## config.mk

```make
export PLATFORM = sky130hd
export DESIGN_NAME = min_max_heap_engine
export DESIGN_NICKNAME = d
export VERILOG_FILES = /design/src/rtl/mmh_pkg.sv /design/src/rtl/min_max_heap_engine.sv /design/src/rtl/mmh_ram.sv
export VERILOG_INCLUDE_DIRS = /design/src /design/src/rtl
export SDC_FILE = /design/constraint.sdc
export NUM_CORES = 2
export LEC_CHECK = 0
export BUFFER_PORTS_ARGS = -buffer_cell sky130_fd_sc_hd__buf_4
export CAP_MARGIN = 20
export CORE_ASPECT_RATIO = 0.9
export CORE_MARGIN = 4
export CORE_UTILIZATION = 40
export CTS_BUF_LIST = sky130_fd_sc_hd__clkbuf_8
export CTS_CLUSTER_SIZE = 28
export DETAILED_ROUTE_END_ITERATION = 7
export GPL_ROUTABILITY_DRIVEN = 0
export SYNTH_ARGS = -nofsm -noshare
export SYNTH_HDL_FRONTEND = slang
export SYNTH_SLANG_ARGS = --single-unit
export TNS_END_PERCENT = 100
```

## constraint.sdc

```tcl
create_clock -name clk -period 6.3 [get_ports clk]
set_input_delay 0.315 -clock clk [delete_from_list [all_inputs] [get_ports clk]]
set_output_delay 0.315 -clock clk [all_outputs]
set_load 0.01 [all_outputs]
```

## src/rtl/assert_macros.svh

```systemverilog
// Shared assertion macros
`ifndef ASSERT_MACROS_SVH
`define ASSERT_MACROS_SVH

// consequent must hold in the same cycle as the antecedent
`define ASSERT_IMPL(label, clk, rst_n, ante, cons) \
	label: assert property (@(posedge clk) disable iff (!rst_n) (ante) |-> (cons)) \
		else $error("assertion failed");

// consequent must hold in the cycle after the antecedent
`define ASSERT_NEXT(label, clk, rst_n, ante, cons) \
	label: assert property (@(posedge clk) disable iff (!rst_n) (ante) |=> (cons)) \
		else $error("assertion failed");

`endif

```

## src/rtl/mmh_pkg.sv

```systemverilog
package mmh_pkg;

	localparam int Capacity = 128;
	localparam int KeyBits = 32;
	localparam int IdxBits = $clog2(Capacity);
	localparam int CntBits = $clog2(Capacity + 1);

	typedef logic [IdxBits-1:0] idx_t;
	typedef logic [CntBits-1:0] cnt_t;
	typedef logic signed [KeyBits-1:0] key_t;

	localparam logic [1:0] CmdInsert = 2'd0;
	localparam logic [1:0] CmdRemMin = 2'd1;
	localparam logic [1:0] CmdRemMax = 2'd2;

	localparam logic [1:0] StDone  = 2'd0;
	localparam logic [1:0] StFull  = 2'd1;
	localparam logic [1:0] StEmpty = 2'd2;

	typedef struct packed {
		logic [1:0] command;
		key_t       key_value;
	} req_t;

	typedef struct packed {
		logic [1:0] status;
		key_t       min_key;
		key_t       max_key;
		logic [7:0] entry_count;
	} rsp_t;

	typedef enum logic [4:0] {
		S_IDLE,
		S_INS_RD,
		S_INS_CMP,
		S_INS_SWP,
		S_GUP_RD,
		S_GUP_CMP,
		S_GUP_SWP,
		S_REM_RD,
		S_REM_HOLE,
		S_DN_RD,
		S_DN_CMP,
		S_DN_SWP,
		S_DN_PRD,
		S_DN_PCMP,
		S_DN_PSWP,
		S_SUM_RD,
		S_SUM_CMP,
		S_OUT
	} state_t;

	// level parity: true on a min level (floor(log2(i+1)) even)
	function automatic logic on_min_level(input idx_t i);
		logic [IdxBits:0] n;
		logic             par;
		n = {1'b0, i} + 1'b1;
		par = 1'b0;
		for (int b = 0; b <= IdxBits; b++) begin
			if (n[b]) begin
				par = b[0];
			end
		end
		return !par;
	endfunction

endpackage

```

## src/rtl/min_max_heap_engine.sv

```systemverilog
// Min-max heap engine: double-ended priority store of signed keys.
// Requests enter on req (valid/stall): insert a key, remove the minimum or
// remove the maximum. Every request yields exactly one response on rsp
// carrying status, current minimum and maximum (0 when empty) and count.
// Keys live in a RAM with registered reads and one read per cycle, so
// a request walks the heap one access at a time, in these steps:
//   no-op, full insert, empty removal, insert into an empty store: the
//     closing summary only;
//   insert: the parent check, a parent swap if needed, grandparent steps,
//     a final write and the closing summary;
//   removal: pick the slot and fill the hole, then per sink level a move
//     to a grandchild (six candidate reads and compares, swap, parent
//     check), a move to a child, a stay, or an end with no children,
//     and the closing summary.
// One request is in flight at a time: req_stall is high while busy, so a
// new request is taken only once the last one is through.
// Reset clears state, fill count and rsp_valid; slots above it go unused.
// When rsp is stalled the response register holds; the next request is
// still taken and processed, then waits for the register before finishing.
module min_max_heap_engine (
	input  logic           clk,
	input  logic           arst_n,
	input  logic           req_valid,
	output logic           req_stall,
	input  mmh_pkg::req_t  req,
	output logic           rsp_valid,
	input  logic           rsp_stall,
	output mmh_pkg::rsp_t  rsp
);
	import mmh_pkg::*;
	`include "assert_macros.svh"

	state_t state_q, state_d;
	cnt_t   count_q, count_d;
	req_t   cmd_q, cmd_d;
	idx_t   cur_q, cur_d;
	idx_t   oth_q, oth_d;
	idx_t   best_q, best_d;
	key_t   cur_key_q, cur_key_d;
	key_t   best_key_q, best_key_d;
	key_t   tmp_key_q, tmp_key_d;
	logic   maxm_q, maxm_d;
	logic [2:0] k_q, k_d;
	logic [1:0] st_q, st_d;
	logic   rv_q, rv_d;
	rsp_t   rsp_q, rsp_d;
	key_t   mn_q, mn_d;

	logic   we;
	idx_t   waddr, raddr;
	key_t   wdata, rdata;

	mmh_ram u_ram (.clk, .we, .waddr, .wdata, .raddr, .rdata);

	function automatic logic better(input key_t a, input key_t b, input logic mx);
		return mx ? (b < a) : (a < b);
	endfunction

	logic [IdxBits+2:0] c1w, candw;
	always_comb begin
		c1w = {2'b0, cur_q, 1'b1};
		case (k_q)
			3'd0: candw = c1w;
			3'd1: candw = {c1w[IdxBits+1:0], 1'b1};
			3'd2: candw = {c1w[IdxBits+1:0], 1'b0} + 2'd2;
			3'd3: candw = c1w + 1'b1;
			3'd4: candw = {c1w[IdxBits+1:0], 1'b0} + 2'd3;
			default: candw = {c1w[IdxBits+1:0], 1'b0} + 3'd4;
		endcase
	end
	logic cand_ok;
	assign cand_ok = (candw < {{(IdxBits+3-CntBits){1'b0}}, count_q});

	idx_t gp;
	assign gp = idx_t'((((cur_q - 1'b1) >> 1) - 1'b1) >> 1);
	idx_t par_best;
	assign par_best = idx_t'((best_q - 1'b1) >> 1);

	always_ff @(posedge clk or negedge arst_n) begin
		if (!arst_n) begin
			state_q <= S_IDLE;
			count_q <= '0;
			rv_q <= 1'b0;
		end else begin
			state_q <= state_d;
			count_q <= count_d;
			rv_q <= rv_d;
		end
	end

	always_ff @(posedge clk) begin
		cmd_q <= cmd_d; cur_q <= cur_d; oth_q <= oth_d; best_q <= best_d;
		cur_key_q <= cur_key_d; best_key_q <= best_key_d; tmp_key_q <= tmp_key_d;
		maxm_q <= maxm_d; k_q <= k_d; st_q <= st_d; rsp_q <= rsp_d; mn_q <= mn_d;
	end

	assign req_stall = (state_q != S_IDLE);
	assign rsp_valid = rv_q;
	assign rsp = rsp_q;

	always_comb begin
		state_d = state_q; count_d = count_q; cmd_d = cmd_q; cur_d = cur_q;
		oth_d = oth_q; best_d = best_q; cur_key_d = cur_key_q;
		best_key_d = best_key_q; tmp_key_d = tmp_key_q; maxm_d = maxm_q;
		k_d = k_q; st_d = st_q; rsp_d = rsp_q; mn_d = mn_q;
		rv_d = rv_q && rsp_stall;
		we = 1'b0; waddr = cur_q; wdata = cur_key_q; raddr = cur_q;
		case (state_q)
			S_IDLE: begin
				if (req_valid) begin
					cmd_d = req;
					st_d = StDone;
					state_d = S_SUM_RD;
					if (req.command == CmdInsert) begin
						if (count_q >= cnt_t'(Capacity)) begin
							st_d = StFull;
						end else begin
							we = 1'b1;
							waddr = idx_t'(count_q);
							wdata = req.key_value;
							cur_d = idx_t'(count_q);
							cur_key_d = req.key_value;
							count_d = count_q + 1'b1;
							if (count_q != '0) begin
								state_d = S_INS_RD;
							end
						end
					end else if (req.command == CmdRemMin || req.command == CmdRemMax) begin
						if (count_q == '0) begin
							st_d = StEmpty;
						end else begin
							cur_d = '0;
							k_d = 3'd0;
							state_d = S_REM_RD;
						end
					end
				end
			end
			// insert: compare with parent
			S_INS_RD: begin
				raddr = idx_t'((cur_q - 1'b1) >> 1);
				state_d = S_INS_CMP;
			end
			S_INS_CMP: begin
				oth_d = idx_t'((cur_q - 1'b1) >> 1);
				tmp_key_d = rdata;
				if (better(cur_key_q, rdata, on_min_level(cur_q))) begin
					state_d = S_INS_SWP;
				end else begin
					maxm_d = !on_min_level(cur_q);
					state_d = S_GUP_RD;
				end
			end
			S_INS_SWP: begin
				we = 1'b1; waddr = cur_q; wdata = tmp_key_q;
				maxm_d = !on_min_level(oth_q);
				cur_d = oth_q;
				state_d = S_GUP_RD;
			end
			S_GUP_RD: begin
				raddr = gp;
				if (cur_q < idx_t'(3)) begin
					we = 1'b1; waddr = cur_q; wdata = cur_key_q;
					state_d = S_SUM_RD;
				end else begin
					state_d = S_GUP_CMP;
				end
			end
			S_GUP_CMP: begin
				tmp_key_d = rdata;
				oth_d = gp;
				if (better(cur_key_q, rdata, maxm_q)) begin
					state_d = S_GUP_SWP;
				end else begin
					we = 1'b1; waddr = cur_q; wdata = cur_key_q;
					state_d = S_SUM_RD;
				end
			end
			S_GUP_SWP: begin
				we = 1'b1; waddr = cur_q; wdata = tmp_key_q;
				cur_d = oth_q;
				state_d = S_GUP_RD;
			end
			// removal: pick the slot, k steps through reads of 1, 2 and the last slot
			S_REM_RD: begin
				case (k_q)
					3'd0: raddr = idx_t'(1);
					3'd1: raddr = idx_t'(2);
					default: raddr = idx_t'(count_q - 1'b1);
				endcase
				k_d = k_q + 1'b1;
				if (k_q == 3'd1) begin
					best_key_d = rdata;
					cur_d = (cmd_q.command == CmdRemMax && count_q >= cnt_t'(2))
						? idx_t'(1) : idx_t'(0);
				end
				if (k_q == 3'd2) begin
					if (cmd_q.command == CmdRemMax && count_q >= cnt_t'(3)
						&& best_key_q < rdata) begin
						cur_d = idx_t'(2);
					end
				end
				if (k_q == 3'd3) begin
					state_d = S_REM_HOLE;
				end
			end
			S_REM_HOLE: begin
				cur_key_d = rdata;
				count_d = count_q - 1'b1;
				maxm_d = !on_min_level(cur_q);
				we = 1'b1; waddr = cur_q; wdata = rdata;
				k_d = 3'd0;
				state_d = (cnt_t'(cur_q) < count_q - 1'b1) ? S_DN_RD : S_SUM_RD;
			end
			// sink: scan six candidates, reading and comparing one at a time
			S_DN_RD: begin
				raddr = idx_t'(candw);
				if (k_q == 3'd0 && !cand_ok) begin
					state_d = S_SUM_RD;
				end else if (k_q == 3'd6) begin
					state_d = S_DN_SWP;
				end else begin
					state_d = S_DN_CMP;
				end
			end
			S_DN_CMP: begin
				if (k_q == 3'd0 || (cand_ok && better(rdata, best_key_q, maxm_q))) begin
					best_key_d = rdata;
					best_d = idx_t'(candw);
				end
				k_d = k_q + 1'b1;
				state_d = S_DN_RD;
			end
			S_DN_SWP: begin
				if (!better(best_key_q, cur_key_q, maxm_q)) begin
					state_d = S_SUM_RD;
				end else begin
					we = 1'b1; waddr = cur_q; wdata = best_key_q;
					if ({1'b0, best_q} <= {cur_q, 1'b0} + 2'd2) begin
						waddr = cur_q; wdata = best_key_q;
						tmp_key_d = cur_key_q;
						state_d = S_DN_PSWP;
						oth_d = best_q;
					end else begin
						state_d = S_DN_PRD;
					end
				end
			end
			S_DN_PRD: begin
				raddr = par_best;
				state_d = S_DN_PCMP;
			end
			S_DN_PCMP: begin
				k_d = 3'd0;
				cur_d = best_q;
				if (better(rdata, cur_key_q, maxm_q)) begin
					we = 1'b1; waddr = par_best; wdata = cur_key_q;
					cur_key_d = rdata;
				end
				state_d = S_DN_PSWP;
				oth_d = best_q;
				tmp_key_d = better(rdata, cur_key_q, maxm_q) ? rdata : cur_key_q;
			end
			S_DN_PSWP: begin
				// write the moving key at its new slot, continue if deeper
				we = 1'b1; waddr = oth_q; wdata = tmp_key_q;
				k_d = 3'd0;
				if (cur_q == oth_q) begin
					state_d = S_DN_RD;
				end else begin
					state_d = S_SUM_RD;
				end
			end
			// summary: read root, then children
			S_SUM_RD: begin
				raddr = '0;
				k_d = 3'd0;
				state_d = S_SUM_CMP;
				best_d = '0;
			end
			S_SUM_CMP: begin
				raddr = (best_q == '0) ? idx_t'(1) : idx_t'(2);
				if (best_q == '0) begin
					mn_d = rdata; best_key_d = rdata;
					best_d = idx_t'(1);
				end else if (best_q == idx_t'(1)) begin
					if (count_q >= cnt_t'(2)) best_key_d = rdata;
					best_d = idx_t'(2);
				end else begin
					if (count_q >= cnt_t'(3) && best_key_q < rdata) best_key_d = rdata;
					state_d = S_OUT;
				end
			end
			S_OUT: begin
				// hold until the previous response has been taken
				if (!(rv_q && rsp_stall)) begin
					rsp_d.status = st_q;
					rsp_d.min_key = (count_q == '0) ? '0 : mn_q;
					rsp_d.max_key = (count_q == '0) ? '0 : best_key_q;
					rsp_d.entry_count = 8'(count_q);
					rv_d = 1'b1;
					state_d = S_IDLE;
				end
			end
			default: state_d = S_IDLE;
		endcase
	end

	`ASSERT_IMPL(a_no_overfill, clk, arst_n, 1'b1, count_q <= cnt_t'(Capacity))
	`ASSERT_IMPL(a_busy_stalls, clk, arst_n, state_q != S_IDLE, req_stall)
	`ASSERT_NEXT(a_accept_busy, clk, arst_n, req_valid && !req_stall, state_q != S_IDLE)

endmodule

```

## src/rtl/mmh_ram.sv

```systemverilog
module mmh_ram (
	input  logic          clk,
	input  logic          we,
	input  mmh_pkg::idx_t waddr,
	input  mmh_pkg::key_t wdata,
	input  mmh_pkg::idx_t raddr,
	output mmh_pkg::key_t rdata
);
	import mmh_pkg::*;

	key_t mem [Capacity];

	always_ff @(posedge clk) begin
		if (we) begin
			mem[waddr] <= wdata;
		end
		rdata <= mem[raddr];
	end

endmodule

```

; ---- After elaboration in Yosys (flattened, before gate mapping)
; Memory sizes are Yosys's and may differ from the RTL's. A register that Yosys moved wholly into a read port is not among the register bits.
; Cells that the tools add are included.
[op_classes]
n_addsub = 13
multipliers = 0
div_mod_pow = 0
order_cmp = 13
n_eq_ne = 47
n_shift = 0
n_mux = 108
bitwise = 1
reduce_logical = 44
[op_table]
columns = op, count
row1 = $mux W32, 13
row2 = $pmux W32 S3, 3
row3 = $lt A32 B32 Y1, 6
row4 = $pmux W32 S4, 1
row5 = $mux W7, 16
row6 = $pmux W5 S17, 1
row7 = $pmux W7 S4, 2
row8 = $pmux W10 S5, 1
row9 = $pmux W7 S7, 1
row10 = $pmux W7 S3, 2
row11 = $eq A5 B4 Y1 const B, 8
row12 = $mux W1, 34
row13 = $mux W5, 6
row14 = $ne A2 B2 Y1 const B, 15
row15 = $mux W3, 8
row16 = $mux W4, 6
row17 = $mux W8, 3
row18 = $add A9 B2 Y10 const B, 2
row19 = $eq A5 B3 Y1 const B, 4
row20 = $reduce_bool A3 Y1, 6
row21 = $add A7 B1 Y8 const B, 2
row22 = $ge A8 B2 Y1 const B, 2
row23 = $pmux W8 S2, 1
row24 = $reduce_and A5 Y1, 3
row25 = other kinds (49), 80
[totals]
regBits = 245
latch_bits = 0
ram_bits = 4096
rom_bits = 0
output_inout_bits = 76
memories = 1
[memory_table]
columns = memory, words, word_bits, rd, rd_clocked_by_memory_dff, write_ports, line
row1 = u_ram.mem, 128, 32, 1, 1, 1, mmh_ram.sv:11  ; key_t mem [Capacity];

; ---- Longest topological paths before layout
[logic_depth]
word_depth = 12
ltp_mapped = 22

; ---- Cells and area by module
; Synthesis repeated with hierarchy kept, for this count alone.
[unflattened]
cells_unflattened = 7520
area_unflattened_um2 = 172062.5
[by_module_without_submodules]
columns = module, n_inst, cells_each, area_each_um2
row1 = mmh_ram, 1, 5990, 156244.9
row2 = min_max_heap_engine, 1, 1530, 15817.7

; ---- Worst setup path before layout
; Ideal clock, no wire load.
[synth_timing]
path_type = reg-to-reg
from = reg k_q[2]
to = reg best_key_q[0], enable pin
arrival_ns = 5.880
slack_ns = -0.050
stages_incl_launch_ff = 20
path_buffers = 2
cell_sequence = edfxtp_1 -> buf_2 -> inv_1 -> ha_1 -> clkbuf_1 -> o21bai_1 -> a22oi_1 -> and3_1 -> inv_1 -> ha_1 -> o31a_1 -> o21a_1 -> o21ai_0 -> a21oi_1 -> nor3_1 -> o21ai_0 -> or4b_2 -> mux2i_1 -> nor3_1 -> a211oi_1
[synth_between]
elab_chain_cells = 7
word_cells_on_any_way = 12
cone_classes = order compare (1) / eq/ne (6) / mux (1) / reduce/logical (4)
[synth_lines]
columns = item, line
row1 = start: declaration, min_max_heap_engine.sv:43  ; logic [2:0] k_q, k_d;
row2 = start signal: assignment, min_max_heap_engine.sv:94  ; maxm_q <= maxm_d; k_q <= k_d; st_q <= st_d; rsp_q <= rsp_d; mn_q <= mn_d;
row3 = $eq A3 B3 Y1 (tied with other cells), min_max_heap_engine.sv:62  ; case (k_q)
row4 = $pmux W10 S5, min_max_heap_engine.sv:62
row5 = $lt A10 B8 Y1, min_max_heap_engine.sv:72  ; assign cand_ok = (candw < {{(IdxBits+3-CntBits){1'b0}}, count_q});
row6 = $logic_and A1 B1 Y1, min_max_heap_engine.sv:227  ; if (k_q == 3'd0 || (cand_ok && better(rdata, best_key_q, maxm_q))) begin
row7 = $logic_or A1 B1 Y1, min_max_heap_engine.sv:227
row8 = $ne A2 B2 Y1 (no source line), -
row9 = $reduce_and A5 Y1 (no source line) *, -
row10 = end signal: assignment, min_max_heap_engine.sv:93  ; cur_key_q <= cur_key_d; best_key_q <= best_key_d; tmp_key_q <= tmp_key_d;
row11 = end: declaration, min_max_heap_engine.sv:40  ; key_t best_key_q, best_key_d;
; Mark *: on every way between the ends. The rest lies on a longest branch, timed or not.
; A chain may end at the register's enable or synchronous reset.

; ---- Worst setup path in the final report
[layout_timing]
from = reg k_q[1]
to = reg u_ram.rdata[23] (read register of u_ram.mem)
[layout_between]
elab_chain_cells = 3
word_cells_on_any_way = 8
cone_classes = eq/ne (4) / mux (3) / reduce/logical (1)
[layout_lines]
columns = item, line
row1 = $eq A3 B3 Y1 (tied with other cells), min_max_heap_engine.sv:62
row2 = $pmux W10 S5 or $pmux W7 S2 (tied branches), "min_max_heap_engine.sv:62, min_max_heap_engine.sv:186"
row3 = $pmux W7 S7 *, min_max_heap_engine.sv:108  ; case (state_q)
row4 = end: declaration, mmh_ram.sv:7  ; output mmh_pkg::key_t rdata
; Marks and branches as above.

==> results.toml <==
[synthesis]
synth_largest_area_cell = "edfxtp_1"
synthCells = 13700
synth.most_common_cell = "edfxtp_1"
synth_flop_cell = "edfxtp_1"
synth.yosys.seq_area_share = 0.7341
syn_area_per_cell_um2 = 13.02
ys.warnings.count = 0
ys_ff_latch = 4373
synth_edf_count = 4327
synthTopCellsByCount = "edfxtp_1 (4327), nand2_1 (3856), nand3_1 (1706), buf_2 (463), a21oi_1 (318)"
ys_async_sr_fraction = 0.003201
syn_nets = 13870
ys_types = 105
synth_top_area_frac = 0.7285
synth_area_leaders = "edfxtp_1 (73%), nand2_1 (8.1%), nand3_1 (4.8%), mux2i_1 (1.6%), buf_2 (1.3%)"
synth_area_mm2 = 0.1784

[route]
wl_per_cell_um = 29.06
drt_iter0_markers = 20320
firstDrtPassIters = 6
vias = 123100
drc = 0
vias_per_cell = 5.888
wl_um = 607600
antenna_left = 0

[grt]
grtUsageTotal = 0.2566
grt_pass1_vias = 112300
grt_antenna_before_repair = 48
grt_pass1_wl_um = 852400
grt_overflow = 0
grt_max_degree = 100

[setup_path]
critPathCaptureType = "flop"
critPathMostFrequentCell = "buf_4"
max_stage_delay_ns = 0.59
timing.critical_path.arrival_ns = 7.48
cpMaxStageDelayCell = "a32oi_2"
crit_chain = "inv_1 -> ha_1 -> nor2b_1 -> a22oi_1 -> o21ai_1 -> a211oi_1 -> buf_4 -> a21o_4 -> buf_4 -> buf_4 -> and3_1 -> a311oi_1 -> o21ai_1 -> a32oi_2 -> buf_4 -> nand4_1 -> buf_4 -> a2111oi_1 -> buf_4"
crit_path_start_kind = "flop"
path_class = "flop to flop"
crit_buf_inv = 7
path_delay_family = "compound AO/OA/AOI/OAI gates"
cp.required_ns = 7.53
path_max_fanout = 34

[floorplanning]
coreArea_mm2 = 0.4438
die_w_um = 711.9
die_area_mm2 = 0.4566
fp-row-count = 232
dieHeight_um = 641.5
pin_count = 114
start_util = 0.4018

[cts]
cts_root_buffer = "clkbuf_8"
clockBufferDepth = 4
clock_latency_ns = 1.32
htree_levels = 6
cts_sinks = 4373
numCtsBuffers = 678
path_clk_slew_ns = 0.07
cts_tree = "done"

[cells_and_area]
layout.nets = 14700
drive_gt1_frac = 0.1353
final_cell_area_mm2 = 0.2066
area_growth_pct = 15.83

[run_status]
status = "finished clean"

[timing]
post-route-min-period_ns = 6.250
relSlewSlack = 0.2013
finalSetupViolCount = 0
final_max_slew_viol_count = 0
fin_hold_ws_ns = 0.09501
skew_ns = 0.09594
fin_crit_sh = 0.9921
max_freq_ghz = 0.1600
rsz0062_at_grt = "no"
hold_viol = 0
tightest_slew_ns = 1.191

[placed_design]
numPortBuffers = 113
post_dp_cell_area_mm2 = 0.1934
dp_hpwl_um = 381000

[run]
cap_viol_max_count = 0

[worst_hold_path]
hp-class = "primary input to flop"
final timing paths:
path	startpoint	to	slack, ns	depth (start not counted)
worst max-delay path	k_q[1]	u_ram.rdata[23]	0.05	19
worst min-delay path	req[5]	cur_key_q[5]	0.1	4
worst max register to register	k_q[1]	u_ram.rdata[23]	0.05	19
worst min register to register	st_q[1]	rsp[73]	0.43	0
max in group asynchronous	arst_n	state_q[3]	5.63	3
min in group asynchronous	arst_n	rsp_valid	0.16	3
layout make-up:
class,count,area [um2]
Clock inverter,489,2635
Multi-Input combinational cell,8356,44720
Timing Repair Buffer,1020,10940
Tap cell,5850,7320
Fill cell,38840,237200
Inverter,106,397.9
Clock buffer,699,9620
Sequential cell,4373,130900
Antenna cell,13,32.53
state kept, by name (all words and copies together) (netlist names), 8 cells and up:
signal / count
u_ram.mem: 4096
rsp: 74
best_key_q: 32
cur_key_q: 32
mn_q: 32
tmp_key_q: 32
u_ram.rdata: 32
count_q: 8
routing by layer:
layer | GRT usage | vias to the layer above | part of all wire
li1 | - | 52360 | -
met1 | 0.3760 | 61580 | 0.40
met2 | 0.3627 | 8057 | 0.42
met3 | 0.06676 | 1094 | 0.13
met4 | 0.1026 | 18 | 0.044
met5 | 0 | - | 0.00031
per-stage QoR:
step,instances,util,worst slack (ns),setup TNS (ns)
floorplan,13700,-,1.056,0
global placement,19610,0.4349,-0.4743,-30.14
detailed placement,19620,0.4357,-0.1163,-0.1163
CTS,20880,0.4649,0.03402,0
global route,20890,0.4654,0.01890,0
finish,20910,0.4655,0.04999,0
worst register-to-register path, stage by stage, from the launching register on:
cell       delay, ns
edfxtp_1        0.49
inv_1           0.12
ha_1            0.47
nor2b_1         0.45
a22oi_1         0.15
o21ai_1         0.28
a211oi_1        0.18
buf_4           0.19
a21o_4          0.41
buf_4           0.37
buf_4           0.30
and3_1          0.21
a311oi_1        0.40
o21ai_1         0.31
a32oi_2         0.59
buf_4           0.24
nand4_1         0.23
buf_4           0.25
a2111oi_1       0.37
buf_4           0.17
cells by family after synthesis:
| logic type | count (synthesis) | synth area share |
|---|---|---|
| adder cells (fa/ha/maj) | 131 | 0.009190 |
| flip-flops | 4373 | 0.7341 |
| AND/OR/NAND/NOR | 6474 | 0.1589 |
| AO/OA/AOI/OAI | 1408 | 0.05327 |
| buffers and inverters | 973 | 0.02493 |
| multiplexers | 304 | 0.01759 |
| XOR/XNOR | 39 | 0.001992 |
cells in the final DEF, fill, tap and decap left out, drive strengths merged, types with 18 or more instances in the layout:
cell type and n:
buf 949, dlygate4sd3 70, o21ai 204, a32oi 44, a22oi 54, clkinv 158
a311oi 134, a21oi 318, ha 131, clkbuf 700, a211oi 30, o31ai 18
o21a 27, and2 73, nand4 103, dfxtp 32, nand2 3856, nor4b 19
and3 247, or3 24, nor4 57, nand3 1706, nand2b 18, o22ai 47
mux2i 282, a221o 42, edfxtp 4327, a21o 35, nor2 232, xnor2 22
nor3 56, o211ai 33, inv 415, o221ai 35, nor2b 19, a31oi 274
a2111oi 29
repair_timing:
action / CTS / global route
buffers inserted: 0 / 3
hold buffers: 70 / 0
hold endpoints to repair: 258 / 0
pin swaps: 0 / 2
endpoints found under the setup margin: 1 / 121
resized for setup: 2 / 7
Power is left out: the tool's default activity adds up to more than one toggle a clock period on the data nets, which glitch-free logic cannot reach.
